$ cat config.mk
export PLATFORM = sky130hd
export DESIGN_NAME = infix_to_postfix_converter_flat
export DESIGN_NICKNAME = d
export VERILOG_FILES = /design/src/rtl/i2p_pkg.sv /design/src/rtl/i2p_token_if.sv /design/src/rtl/i2p_result_if.sv /design/src/rtl/i2p_ctrl.sv /design/src/rtl/i2p_datapath.sv /design/src/rtl/infix_to_postfix_converter.sv /design/src/flat_wrapper.sv
export SDC_FILE = /design/constraint.sdc
export NUM_CORES = 1
export LEC_CHECK = 0
export ABC_AREA = 1
export BUFFER_PORTS_ARGS = -buffer_cell sky130_fd_sc_hd__clkbuf_2
export CELL_PAD_IN_SITES_DETAIL_PLACEMENT = 0
export CELL_PAD_IN_SITES_GLOBAL_PLACEMENT = 1
export CORE_UTILIZATION = 46
export CTS_CLUSTER_SIZE = 12
export DETAILED_ROUTE_END_ITERATION = 10
export PLACE_DENSITY_LB_ADDON = 0.1
export SLEW_MARGIN = 10
export SYNTH_ARGS = -nofsm -noshare
export SYNTH_HDL_FRONTEND = slang
export SYNTH_HIERARCHICAL = 1
export SYNTH_SLANG_ARGS = --single-unit
$ cat constraint.sdc
create_clock -name clk -period 4.9 [get_ports clk]
set_clock_uncertainty 0.15 [all_clocks]
set_input_delay 1.47 -clock clk [delete_from_list [all_inputs] [get_ports clk]]
set_output_delay 1.47 -clock clk [all_outputs]
set_load 0.01 [all_outputs]
$ cat src/rtl/i2p_pkg.sv
`timescale 1ns / 1ps

package i2p_pkg;

	localparam int STACK_DEPTH_DEFAULT = 16;

	localparam int PREC_W  = 18;
	localparam int ASSOC_W = 6;
	localparam int CFG_W   = 18;
	localparam int CFG_IDX_W = 2;

	localparam logic [PREC_W-1:0]  PREC_RESET  = 18'd144521;
	localparam logic [ASSOC_W-1:0] ASSOC_RESET = 6'd16;

	// configuration register indexes
	localparam logic [CFG_IDX_W-1:0] REG_PREC  = 2'd0;
	localparam logic [CFG_IDX_W-1:0] REG_ASSOC = 2'd1;

	// token kinds on the input
	localparam logic [2:0] MODE_NUM   = 3'd0;
	localparam logic [2:0] MODE_OPEN  = 3'd1;
	localparam logic [2:0] MODE_CLOSE = 3'd2;
	localparam logic [2:0] MODE_OP    = 3'd3;
	localparam logic [2:0] MODE_END   = 3'd4;

	// operator codes
	localparam logic [2:0] OP_PLUS  = 3'd0;
	localparam logic [2:0] OP_MINUS = 3'd1;
	localparam logic [2:0] OP_TIMES = 3'd2;
	localparam logic [2:0] OP_DIV   = 3'd3;
	localparam logic [2:0] OP_POW   = 3'd4;
	localparam logic [2:0] OP_BANG  = 3'd5;
	localparam logic [2:0] OPEN_MARK = 3'd7;

	// result kinds
	localparam logic [1:0] KIND_NUM = 2'd0;
	localparam logic [1:0] KIND_OP  = 2'd1;
	localparam logic [1:0] KIND_END = 2'd2;

	// error codes
	localparam logic [1:0] ERR_NONE     = 2'd0;
	localparam logic [1:0] ERR_CLOSE    = 2'd1;
	localparam logic [1:0] ERR_OPEN     = 2'd2;
	localparam logic [1:0] ERR_OVERFLOW = 2'd3;

	typedef enum logic [2:0] {
		ST_IDLE,
		ST_DISPATCH,
		ST_CHECK,
		ST_SETTLE,
		ST_END_MARK,
		ST_FINISH
	} ctrl_state_t;

	typedef enum logic [1:0] {
		SEL_NUM,
		SEL_TOP,
		SEL_END
	} emit_sel_t;

	typedef struct packed {
		logic       latch;
		logic       push;
		logic       push_open;
		logic       pop;
		logic       emit;
		emit_sel_t  sel;
		logic       finish;
		logic       note;
		logic [1:0] note_code;
		logic       clear_end;
	} cmd_t;

	typedef struct packed {
		logic [2:0] mode;
		logic       code_ok;
		logic       count_zero;
		logic       top_open;
		logic       pop_cond;
		logic       hold_valid;
		logic       out_free;
	} status_t;

	function automatic logic [2:0] prec_of(logic [PREC_W-1:0] tbl, logic [2:0] code);
		logic [2:0] p;
		case (code)
			OP_PLUS:  p = tbl[2:0];
			OP_MINUS: p = tbl[5:3];
			OP_TIMES: p = tbl[8:6];
			OP_DIV:   p = tbl[11:9];
			OP_POW:   p = tbl[14:12];
			OP_BANG:  p = tbl[17:15];
			default:  p = 3'd0;
		endcase
		return p;
	endfunction

endpackage

$ cat src/rtl/i2p_token_if.sv
`timescale 1ns / 1ps

interface i2p_token_if;
	logic               valid;
	logic               ready;
	logic [2:0]         mode;
	logic [2:0]         operator_code;
	logic signed [31:0] number_value;

	modport source(output valid, output mode, output operator_code, output number_value,
		input ready);
	modport sink(input valid, input mode, input operator_code, input number_value,
		output ready);
endinterface

$ cat src/rtl/i2p_result_if.sv
`timescale 1ns / 1ps

interface i2p_result_if;
	logic               valid;
	logic               ready;
	logic [1:0]         out_kind;
	logic [2:0]         out_operator;
	logic signed [31:0] out_value;
	logic               is_last;
	logic [1:0]         error_code;

	modport source(output valid, output out_kind, output out_operator, output out_value,
		output is_last, output error_code, input ready);
	modport sink(input valid, input out_kind, input out_operator, input out_value,
		input is_last, input error_code, output ready);
endinterface

$ cat src/rtl/i2p_ctrl.sv
`timescale 1ns / 1ps

module i2p_ctrl (
	input  logic            clk,
	input  logic            arst_n,
	input  logic            in_valid,
	output logic            in_ready,
	input  i2p_pkg::status_t st,
	output i2p_pkg::cmd_t    cmd
);
	import i2p_pkg::*;

	ctrl_state_t state_q, state_d;
	logic        can_emit;

	// a new result can go to the hold stage if the hold stage is empty or can drain
	assign can_emit = !st.hold_valid || st.out_free;

	always_ff @(posedge clk or negedge arst_n) begin
		if (!arst_n) begin
			state_q <= ST_IDLE;
		end else begin
			state_q <= state_d;
		end
	end

	always_comb begin
		state_d  = state_q;
		cmd      = '0;
		cmd.sel  = SEL_NUM;
		in_ready = 1'b0;
		case (state_q)
			ST_IDLE: begin
				in_ready = 1'b1;
				if (in_valid) begin
					cmd.latch = 1'b1;
					state_d   = ST_DISPATCH;
				end
			end
			ST_DISPATCH: begin
				case (st.mode)
					MODE_NUM: begin
						if (can_emit) begin
							cmd.emit = 1'b1;
							cmd.sel  = SEL_NUM;
							state_d  = ST_FINISH;
						end
					end
					MODE_OPEN: begin
						cmd.push      = 1'b1;
						cmd.push_open = 1'b1;
						state_d       = ST_FINISH;
					end
					MODE_OP: begin
						state_d = st.code_ok ? ST_CHECK : ST_IDLE;
					end
					MODE_CLOSE, MODE_END: begin
						state_d = ST_CHECK;
					end
					default: begin
						state_d = ST_IDLE;
					end
				endcase
			end
			ST_CHECK: begin
				case (st.mode)
					MODE_CLOSE: begin
						if (st.count_zero) begin
							cmd.note      = 1'b1;
							cmd.note_code = ERR_CLOSE;
							state_d       = ST_FINISH;
						end else if (st.top_open) begin
							cmd.pop = 1'b1;
							state_d = ST_FINISH;
						end else if (can_emit) begin
							cmd.pop  = 1'b1;
							cmd.emit = 1'b1;
							cmd.sel  = SEL_TOP;
							state_d  = ST_SETTLE;
						end
					end
					MODE_OP: begin
						if (!st.count_zero && !st.top_open && st.pop_cond) begin
							if (can_emit) begin
								cmd.pop  = 1'b1;
								cmd.emit = 1'b1;
								cmd.sel  = SEL_TOP;
								state_d  = ST_SETTLE;
							end
						end else begin
							cmd.push = 1'b1;
							state_d  = ST_FINISH;
						end
					end
					MODE_END: begin
						if (st.count_zero) begin
							state_d = ST_END_MARK;
						end else if (st.top_open) begin
							cmd.pop       = 1'b1;
							cmd.note      = 1'b1;
							cmd.note_code = ERR_OPEN;
							state_d       = ST_SETTLE;
						end else if (can_emit) begin
							cmd.pop  = 1'b1;
							cmd.emit = 1'b1;
							cmd.sel  = SEL_TOP;
							state_d  = ST_SETTLE;
						end
					end
					default: begin
						state_d = ST_FINISH;
					end
				endcase
			end
			ST_SETTLE: begin
				// the stack read port is registered: wait here until it presents the new top
				state_d = ST_CHECK;
			end
			ST_END_MARK: begin
				if (can_emit) begin
					cmd.emit      = 1'b1;
					cmd.sel       = SEL_END;
					cmd.clear_end = 1'b1;
					state_d       = ST_FINISH;
				end
			end
			ST_FINISH: begin
				if (!st.hold_valid) begin
					state_d = ST_IDLE;
				end else if (st.out_free) begin
					cmd.finish = 1'b1;
					state_d    = ST_IDLE;
				end
			end
			default: begin
				state_d = ST_IDLE;
			end
		endcase
	end

endmodule

$ cat src/rtl/i2p_datapath.sv
`timescale 1ns / 1ps

module i2p_datapath #(
	parameter int STACK_DEPTH = i2p_pkg::STACK_DEPTH_DEFAULT
) (
	input  logic                             clk,
	input  logic                             arst_n,
	input  logic                             cfg_we,
	input  logic [i2p_pkg::CFG_IDX_W-1:0]    cfg_index,
	input  logic [i2p_pkg::CFG_W-1:0]        cfg_data,
	input  logic [2:0]                       in_mode,
	input  logic [2:0]                       in_operator_code,
	input  logic signed [31:0]               in_number_value,
	input  i2p_pkg::cmd_t                    cmd,
	output i2p_pkg::status_t                 st,
	input  logic                             res_ready,
	output logic                             res_valid,
	output logic [1:0]                       res_kind,
	output logic [2:0]                       res_operator,
	output logic signed [31:0]               res_value,
	output logic                             res_last,
	output logic [1:0]                       res_error
);
	import i2p_pkg::*;

	localparam int CNT_W = $clog2(STACK_DEPTH + 1);
	localparam int IDX_W = $clog2(STACK_DEPTH);

	// configuration
	logic [PREC_W-1:0]  prec_q;
	logic [ASSOC_W-1:0] assoc_q;

	// current token
	logic [2:0]         mode_q;
	logic [2:0]         code_q;
	logic signed [31:0] number_q;

	// operator stack
	logic [2:0]       stack_mem [STACK_DEPTH];
	logic [2:0]       top_q;
	logic [CNT_W-1:0] count_q;
	logic [CNT_W-1:0] count_dec;
	logic [IDX_W-1:0] rd_addr;
	logic             full;
	logic [1:0]       sticky_q;

	// hold stage: last result is kept until it is known whether more follow
	logic               hold_valid_q;
	logic [1:0]         hold_kind_q;
	logic [2:0]         hold_op_q;
	logic signed [31:0] hold_value_q;
	logic [1:0]         hold_err_q;

	logic               out_valid_q;
	logic [1:0]         out_kind_q;
	logic [2:0]         out_op_q;
	logic signed [31:0] out_value_q;
	logic               out_last_q;
	logic [1:0]         out_err_q;

	logic       out_free;
	logic       load_out;
	logic [2:0] p_in;
	logic [2:0] p_top;
	logic [7:0] assoc_ext;
	logic       left_assoc;

	assign count_dec = count_q - CNT_W'(1);
	assign rd_addr   = (count_q == '0) ? '0 : count_dec[IDX_W-1:0];
	assign full      = (count_q == CNT_W'(STACK_DEPTH));

	assign assoc_ext  = {2'b00, assoc_q};
	assign left_assoc = !assoc_ext[code_q];
	assign p_in       = prec_of(prec_q, code_q);
	assign p_top      = prec_of(prec_q, top_q);

	assign out_free = !out_valid_q || res_ready;
	assign load_out = cmd.finish || (cmd.emit && hold_valid_q);

	always_comb begin
		st.mode       = mode_q;
		st.code_ok    = (code_q <= OP_BANG);
		st.count_zero = (count_q == '0);
		st.top_open   = (top_q == OPEN_MARK);
		st.pop_cond   = (p_top > p_in) || ((p_top == p_in) && left_assoc);
		st.hold_valid = hold_valid_q;
		st.out_free   = out_free;
	end

	always_ff @(posedge clk or negedge arst_n) begin
		if (!arst_n) begin
			prec_q  <= PREC_RESET;
			assoc_q <= ASSOC_RESET;
		end else if (cfg_we) begin
			if (cfg_index == REG_PREC) begin
				prec_q <= cfg_data[PREC_W-1:0];
			end else if (cfg_index == REG_ASSOC) begin
				assoc_q <= cfg_data[ASSOC_W-1:0];
			end
		end
	end

	always_ff @(posedge clk) begin
		if (cmd.latch) begin
			mode_q   <= in_mode;
			code_q   <= in_operator_code;
			number_q <= in_number_value;
		end
	end

	// stack storage: one write port, one registered read of the top entry
	always_ff @(posedge clk) begin
		if (cmd.push && !full) begin
			stack_mem[count_q[IDX_W-1:0]] <= cmd.push_open ? OPEN_MARK : code_q;
		end
		top_q <= stack_mem[rd_addr];
	end

	always_ff @(posedge clk or negedge arst_n) begin
		if (!arst_n) begin
			count_q  <= '0;
			sticky_q <= ERR_NONE;
		end else begin
			if (cmd.clear_end) begin
				count_q <= '0;
			end else if (cmd.pop) begin
				count_q <= count_dec;
			end else if (cmd.push && !full) begin
				count_q <= count_q + CNT_W'(1);
			end

			if (cmd.clear_end) begin
				sticky_q <= ERR_NONE;
			end else if (sticky_q == ERR_NONE) begin
				if (cmd.note) begin
					sticky_q <= cmd.note_code;
				end else if (cmd.push && full) begin
					sticky_q <= ERR_OVERFLOW;
				end
			end
		end
	end

	always_ff @(posedge clk or negedge arst_n) begin
		if (!arst_n) begin
			hold_valid_q <= 1'b0;
			out_valid_q  <= 1'b0;
		end else begin
			if (cmd.emit) begin
				hold_valid_q <= 1'b1;
			end else if (cmd.finish) begin
				hold_valid_q <= 1'b0;
			end

			if (load_out) begin
				out_valid_q <= 1'b1;
			end else if (res_ready) begin
				out_valid_q <= 1'b0;
			end
		end
	end

	always_ff @(posedge clk) begin
		if (cmd.emit) begin
			case (cmd.sel)
				SEL_NUM: begin
					hold_kind_q  <= KIND_NUM;
					hold_op_q    <= 3'd0;
					hold_value_q <= number_q;
					hold_err_q   <= ERR_NONE;
				end
				SEL_TOP: begin
					hold_kind_q  <= KIND_OP;
					hold_op_q    <= top_q;
					hold_value_q <= '0;
					hold_err_q   <= ERR_NONE;
				end
				SEL_END: begin
					hold_kind_q  <= KIND_END;
					hold_op_q    <= 3'd0;
					hold_value_q <= '0;
					hold_err_q   <= sticky_q;
				end
				default: begin
					hold_kind_q  <= KIND_NUM;
					hold_op_q    <= 3'd0;
					hold_value_q <= '0;
					hold_err_q   <= ERR_NONE;
				end
			endcase
		end
		if (load_out) begin
			out_kind_q  <= hold_kind_q;
			out_op_q    <= hold_op_q;
			out_value_q <= hold_value_q;
			out_err_q   <= hold_err_q;
			out_last_q  <= cmd.finish;
		end
	end

	assign res_valid    = out_valid_q;
	assign res_kind     = out_kind_q;
	assign res_operator = out_op_q;
	assign res_value    = out_value_q;
	assign res_last     = out_last_q;
	assign res_error    = out_err_q;

	a_count_bound: assert property (@(posedge clk) disable iff (!arst_n)
		count_q <= CNT_W'(STACK_DEPTH))
		else $error("operator stack count beyond depth");

	a_end_clears: assert property (@(posedge clk) disable iff (!arst_n)
		(cmd.emit && cmd.sel == SEL_END) |=> (count_q == '0 && sticky_q == ERR_NONE))
		else $error("stack or error not cleared after end marker");

	a_overflow_sticks: assert property (@(posedge clk) disable iff (!arst_n)
		(cmd.push && full) |=> (sticky_q != ERR_NONE))
		else $error("push on full stack left no error");

	a_first_error_kept: assert property (@(posedge clk) disable iff (!arst_n)
		(sticky_q != ERR_NONE && !cmd.clear_end) |=> $stable(sticky_q))
		else $error("sticky error overwritten");

	a_out_no_overrun: assert property (@(posedge clk) disable iff (!arst_n)
		load_out |-> out_free)
		else $error("result register loaded while full and stalled");

endmodule

$ cat src/rtl/infix_to_postfix_converter.sv
`timescale 1ns / 1ps

// Infix to postfix converter (shunting-yard). One token per tok transaction; postfix tokens
// leave on res, the last result of each token flagged with is_last, and an end token closes
// the expression with an end marker carrying the first error seen since the previous end.
// A number is passed on, an open parenthesis pushed; an operator pops what its precedence and
// associativity allow, then is pushed; a close parenthesis pops down to its open mark, an end
// token empties the stack; an operator with an unknown code is ignored. After each pop the new
// top comes from the stack memory's registered read port before the next compare. A stalled
// res side holds the block. The user must write precedence (index 0) and right associativity
// (index 1) through cfg_we/cfg_index/cfg_data only while idle; the block does not enforce this.

module infix_to_postfix_converter #(
	parameter int STACK_DEPTH = i2p_pkg::STACK_DEPTH_DEFAULT
) (
	input  logic                          clk,
	input  logic                          arst_n,
	input  logic                          cfg_we,
	input  logic [i2p_pkg::CFG_IDX_W-1:0] cfg_index,
	input  logic [i2p_pkg::CFG_W-1:0]     cfg_data,
	i2p_token_if.sink                     tok,
	i2p_result_if.source                  res
);
	import i2p_pkg::*;

	cmd_t    cmd;
	status_t st;

	i2p_ctrl u_ctrl (
		.clk      (clk),
		.arst_n   (arst_n),
		.in_valid (tok.valid),
		.in_ready (tok.ready),
		.st       (st),
		.cmd      (cmd)
	);

	i2p_datapath #(
		.STACK_DEPTH (STACK_DEPTH)
	) u_datapath (
		.clk              (clk),
		.arst_n           (arst_n),
		.cfg_we           (cfg_we),
		.cfg_index        (cfg_index),
		.cfg_data         (cfg_data),
		.in_mode          (tok.mode),
		.in_operator_code (tok.operator_code),
		.in_number_value  (tok.number_value),
		.cmd              (cmd),
		.st               (st),
		.res_ready        (res.ready),
		.res_valid        (res.valid),
		.res_kind         (res.out_kind),
		.res_operator     (res.out_operator),
		.res_value        (res.out_value),
		.res_last         (res.is_last),
		.res_error        (res.error_code)
	);

endmodule
$ cat src/flat_wrapper.sv
// flat-port wrapper written by rule: the top's interface ports become plain ports
module infix_to_postfix_converter_flat import i2p_pkg::*;
#(
	parameter int STACK_DEPTH = i2p_pkg::STACK_DEPTH_DEFAULT
)
  (clk, arst_n, cfg_we, cfg_index, cfg_data, tok_valid, tok_mode, tok_operator_code, tok_number_value, tok_ready, res_valid, res_out_kind, res_out_operator, res_out_value, res_is_last, res_error_code, res_ready);
  i2p_token_if tok_i ();
  i2p_result_if res_i ();
  input  logic clk;
  input  logic arst_n;
  input  logic cfg_we;
  input  logic [i2p_pkg::CFG_IDX_W-1:0] cfg_index;
  input  logic [i2p_pkg::CFG_W-1:0] cfg_data;
  input wire logic [$bits(tok_i.valid)-1:0] tok_valid;
  input wire logic [$bits(tok_i.mode)-1:0] tok_mode;
  input wire logic [$bits(tok_i.operator_code)-1:0] tok_operator_code;
  input wire logic [$bits(tok_i.number_value)-1:0] tok_number_value;
  output wire logic [$bits(tok_i.ready)-1:0] tok_ready;
  output wire logic [$bits(res_i.valid)-1:0] res_valid;
  output wire logic [$bits(res_i.out_kind)-1:0] res_out_kind;
  output wire logic [$bits(res_i.out_operator)-1:0] res_out_operator;
  output wire logic [$bits(res_i.out_value)-1:0] res_out_value;
  output wire logic [$bits(res_i.is_last)-1:0] res_is_last;
  output wire logic [$bits(res_i.error_code)-1:0] res_error_code;
  input wire logic [$bits(res_i.ready)-1:0] res_ready;
  assign tok_i.valid = tok_valid;
  assign tok_i.mode = tok_mode;
  assign tok_i.operator_code = tok_operator_code;
  assign tok_i.number_value = tok_number_value;
  assign tok_ready = tok_i.ready;
  assign res_valid = res_i.valid;
  assign res_out_kind = res_i.out_kind;
  assign res_out_operator = res_i.out_operator;
  assign res_out_value = res_i.out_value;
  assign res_is_last = res_i.is_last;
  assign res_error_code = res_i.error_code;
  assign res_i.ready = res_ready;
  infix_to_postfix_converter #(.STACK_DEPTH(STACK_DEPTH)) u_core (.clk(clk), .arst_n(arst_n), .cfg_we(cfg_we), .cfg_index(cfg_index), .cfg_data(cfg_data), .tok(tok_i), .res(res_i));
endmodule
; Yosys cells after proc, flatten, opt, wreduce, memory -nomap -nowiden
; Memory sizes are Yosys's and may differ from the RTL's. A register that Yosys moved wholly into a read port is not among the register bits.
; Index checks and enable logic that the tools add are counted.
[word_totals]
register_bits = 153
ram_bits = 48
n_memories = 1
word_cells = 150
out_inout_bits = 42
[memory_table]
columns = name, words, word_bits, read_ports, rd_ports_with_merged_regs, write_ports, line_no
row1 = u_core.u_datapath.stack_mem, 16, 3, 1, 1, 1, i2p_datapath.sv:39  ; logic [2:0] stack_mem [STACK_DEPTH];
[classes]
addsub = 2
eq_ne = 27
mux = 63
order_cmp = 3
n_bitwise = 1
n_reduce_logical = 34
[op_table]
columns = op, n
row1 = two-way mux 3 bit, 19
row2 = case mux 3 bit (6 select lines), 3
row3 = "equality test 3 x 2 -> 1 bit, second input constant", 8
row4 = "equality test 3 bit, second input constant", 8
row5 = two-way mux 1 bit, 20
row6 = case mux 3 bit (3 select lines), 2
row7 = two-way mux 4 bit, 4
row8 = two-way mux 5 bit, 3
row9 = "equality test 3 x 1 -> 1 bit, second input constant", 4
row10 = logical NOT 3 bit, 4
row11 = two-way mux 2 bit, 6
row12 = case mux 3 bit (4 select lines), 1
row13 = case mux 4 bit (2 select lines), 1
row14 = logical AND 1 bit, 6
row15 = logical NOT 1 bit, 6
row16 = logical NOT 2 bit, 3
row17 = case mux 3 bit (2 select lines), 1
row18 = AND reduction 2 bit, 3
row19 = nonzero test 2 bit, 3
row20 = nonzero test 3 bit, 2
row21 = "adder 5 x 1 -> 5 bit, second input constant", 1
row22 = "equality test 5 bit, second input constant", 1
row23 = logical NOT 5 bit, 1
row24 = "subtractor 5 x 1 -> 5 bit, second input constant", 1
row25 = other kinds (15), 19

; Depth between registers and ports, before layout
[depth]
depth_word = 14
ltp_mapped = 21
depth_no_buf = 21

; Cells and area by module
; Netlist, hierarchy kept.
[by_module_without_submodules]
columns = module, area_per_inst_um2, cells_per_inst, instances
row1 = i2p_datapath, 8066.5, 660, 1
row2 = i2p_ctrl, 514.2, 98, 1

; Least setup slack after synthesis
; No wires, ideal clock.
[synth_timing]
path_type = in2reg
start = in res_ready
end = reg u_core.u_datapath.out_err_q[0], in the netlist u_core/u_datapath/res_error[0] (enable)
setup_slack_ns = 0.122
n_path_buf = 1
path_stages = 11
arrival_time_ns = 4.233
t_required_ns = 4.356
cell_sequence = inv_1 -> nand2_1 -> buf_4 -> inv_1 -> nand2_1 -> inv_1 -> nor3_1 -> nor2_1 -> nand2_1 -> a21oi_1 -> inv_1
[synth_rtl]
columns = item, line_no
row1 = from (decl), flat_wrapper.sv:25  ; input wire logic [$bits(res_i.ready)-1:0] res_ready;
row2 = to (signal assigned), i2p_datapath.sv:196  ; out_err_q <= hold_err_q;
row3 = to (decl), i2p_datapath.sv:59  ; logic [1:0] out_err_q;

==> results.yml <==
synthesis:
  synthArstFlopShare: 0.176
  synth_warnings: 6
  synth_ff_type: "edfxtp_1"
  yosysSeqAreaShare: 0.691
  synthesis.instances: 758
  synth-seq-cells: 204
  synth.avg_cell_area_um2: 11.3
  synth_cell_types: 43
  synth_area_mm2: 0.00858
  synthesis.nets: 829
  synth_enable_flop_cells: 165
floorplan:
  die_height_um: 139
  dieWidth_um: 139
  core_mm2: 0.0181
  start_util: 0.473
  row_count: 49
  die-area_mm2: 0.0192
  pin_count: 105
final_layout:
  final_cell_mix: "165 x edfxtp_1, 126 x inv_1, 120 x nand2_1"
  drive_above_1_share: 0.199
  layout_commonest_cell: "edfxtp_1"
  num-nets-final: 943
  diodes: 0
  layoutNonFillerInstCount: 1117
  syn_to_final_growth_pct: 16.6
power:
  pwr-share-clk: 0.263
  power.leakage_nw: 4.31
  ir_drop_mv: 0.321
  p_per_area_mw_per_mm2: 605
  p_sw_frac: 0.352
  p_seq_frac: 0.433
  p_sw_mw: 2.13
  power_frac_comb: 0.303
  internal-power_mw: 3.93
worst_hold_path:
  min_path_type: "reg -> reg"
  holdPathEnd: "u_core/u_datapath/res_value[25]"
  worstHoldStart: "u_core/u_datapath/hold_value_q[25]"
  hold-path-cell-count: 0
drt:
  drc: 6
  drtIter0Drc: 310
  dr.pass1.iters: 11
  viasPerCell: 5.02
  vias: 5609
  drt-total-wl_mm: 17.2
  antenna_left: 0
  post_drt_wl_per_cell_um: 15.4
worst_setup_path:
  crit_fanout: 9
  critPathBufInv: 3
  rrSetupSlack_ns: 1.28
  slowest_delay_ns: 0.49
  reg2reg_from: "u_core/u_datapath/code_q[2]"
  r2r_end: "u_core/u_datapath/stack_mem[14][2]"
  crit_arrival_ns: 3.66
  startpoint_type: "flip-flop"
  cp_common_cell: "nand2_1"
  crit_chain: "inv_1, nand3_1, inv_1, nand2_1, nand3_1, a311oi_1, ha_1, a21oi_1, o21ai_0, nand2_1, nand2_1, nand2_1, nand2_1, o21ai_0, nand2_1, inv_1, nand2_1, nor2_1"
  criticalPathCategory: "reg -> reg"
  critPathCaptureType: "flip-flop"
  r2r_cells: 18
  cp_slowest_cell: "edfxtp_1"
  critical_path_required_ns: 4.94
  crit_family: "simple AND/OR/NAND/NOR gates"
timing:
  final-setup-viol-count: 0
  tightest_slew_ns: 1.11
  grt_setup_unrepaired: "no"
  min_period_over_period: 0.738
  fmax_mhz: 276
  finalCriticalPeriod_ns: 3.62
  drv_slew: 0
  hold_viol: 0
  setup_tns_ns: 0
  relSlewSlack: 0.259
clocking:
  cts_tree: "done"
  clkTransAtPathRegs_ns: 0.06
  cts_hold_buffers: 0
  cts_root_buffer: "clkbuf_16"
  clk_latency_ns: 0.51
  cts_resized: 0
  cts.sinks: 204
  cts_setup_buffers: 0
  cts_buffers: 23
  htreeDepth: 1
  cts_buffer_depth: 3
placement:
  place_congestion: 0.848
  dp_hpwl_mm: 11.9
  placed_cells: 1076
  portBuffers: 104
global_route:
  overflow: 0
  grt_pass1_wl_mm: 28.0
  grt_pass1_vias: 5578
  grt_max_degree: 41
  grt_usage: 0.184
  antenna_found_initial: 0
run_status:
  status: "complete, but fails checks"
  violations: "design-rule violations"
run:
  cap_viol_max_count: 0
==> area by class of cell <==
type | instances | area [um^2]
inverter | 129 | 484
clock inverter | 10 | 93.8
sequential | 204 | 5930
multi-input combinational | 405 | 2040
tap | 229 | 287
clock buffer | 31 | 616
fill | 1550 | 8140
timing repair buffer | 109 | 558
==> sequential cells by signal, indices dropped and copies added, names as in the netlist, 5 cells and up <==
register / flops
u_core/u_datapath/count_q: 5
u_core/u_datapath/hold_value_q: 32
u_core/u_datapath/prec_q: 18
u_core/u_datapath/res_value: 32
u_core/u_datapath/assoc_q: 6
u_core/u_datapath/stack_mem: 48
u_core/u_datapath/number_q: 32
==> metal layers <==
metal  vias to the layer above  wire length, um  global-route usage
met5                         -                0                   0
met4                         0              243              0.0591
met3                        18              841              0.0304
met2                       151             8560               0.317
met1                      2666             7570               0.238
li1                       2774                -                   -
==> synthesized netlist by cell type, types with 5 or more instances <==
master	n	area share
edfxtp_1	165	0.58
inv_1	126	0.055
nand2_1	121	0.053
nor2_1	85	0.037
nand3_1	76	0.044
dfrtp_1	28	0.082
o21ai_0	27	0.016
nor3_1	13	0.0076
a21oi_1	12	0.0070
mux2_2	9	0.012
nand3b_1	9	0.0079
dfstp_2	8	0.024
ha_1	8	0.012
nand4_1	7	0.0051
clkbuf_1	6	0.0026
buf_2	5	0.0029
nor2_2	5	0.0036
o2111ai_1	5	0.0051
==> how the worst max path moves through the flow <==
stage / startpoint / to / slack (ns) / cells past startpoint
finish: u_core/u_datapath/code_q[2] / u_core/u_datapath/stack_mem[14][2] / 1.28 / 18
global route: u_core/u_datapath/code_q[2] / u_core/u_datapath/stack_mem[9][1] / 0.99 / 18
CTS: u_core/u_datapath/code_q[2] / u_core/u_datapath/stack_mem[14][2] / 1.27 / 18
detailed placement: res_ready / u_core/u_datapath/res_value[3] / 1.04 / 12
global placement: res_ready / u_core/u_datapath/res_value[1] / 1.12 / 12
floorplan: res_ready / u_core/u_datapath/res_error[0] / 0.12 / 11
==> power groups by stage <==
stage / clock [mW] / sequential, mW / combinational [mW]
6_report: 1.59 / 2.63 / 1.84
5_1_grt: 1.72 / 2.67 / 2.06
4_1_cts: 1.65 / 2.63 / 1.85
3_5_place_dp: 0 / 2.66 / 1.84
3_3_place_gp: 0 / 2.64 / 1.81
2_1_floorplan: 0 / 2.66 / 1.27
==> metrics by stage <==
step	cell area [um^2]	utilization	power, mW	hold slack, ns	setup slack [ns]
after floorplan	8580	-	3.93	0.250	0.122
after global placement	9300	0.512	4.45	0.251	1.12
after detailed placement	9300	0.512	4.50	0.255	1.04
after CTS	10000	0.551	6.13	0.267	1.27
after global routing	10000	0.551	6.45	0.270	0.987
final	10000	0.551	6.06	0.266	1.28
==> cells by family after synthesis <==
group | synth area share
simple gates | 0.171
flops | 0.691
buf+inv | 0.0726
compound gates | 0.0407
mux | 0.0118
fa+ha+maj | 0.0117
xor+xnor | 0.00204
==> worst register-to-register path, stage by stage, from the launching register on <==
cell and delay, ns:
edfxtp_1 0.49, inv_1 0.19, nand3_1 0.16, inv_1 0.07
nand2_1 0.05, nand3_1 0.06, a311oi_1 0.24, ha_1 0.31
a21oi_1 0.14, o21ai_0 0.09, nand2_1 0.06, nand2_1 0.09
nand2_1 0.08, nand2_1 0.06, o21ai_0 0.23, nand2_1 0.26
inv_1 0.17, nand2_1 0.15, nor2_1 0.26
(Power assumes the default switching activity.)
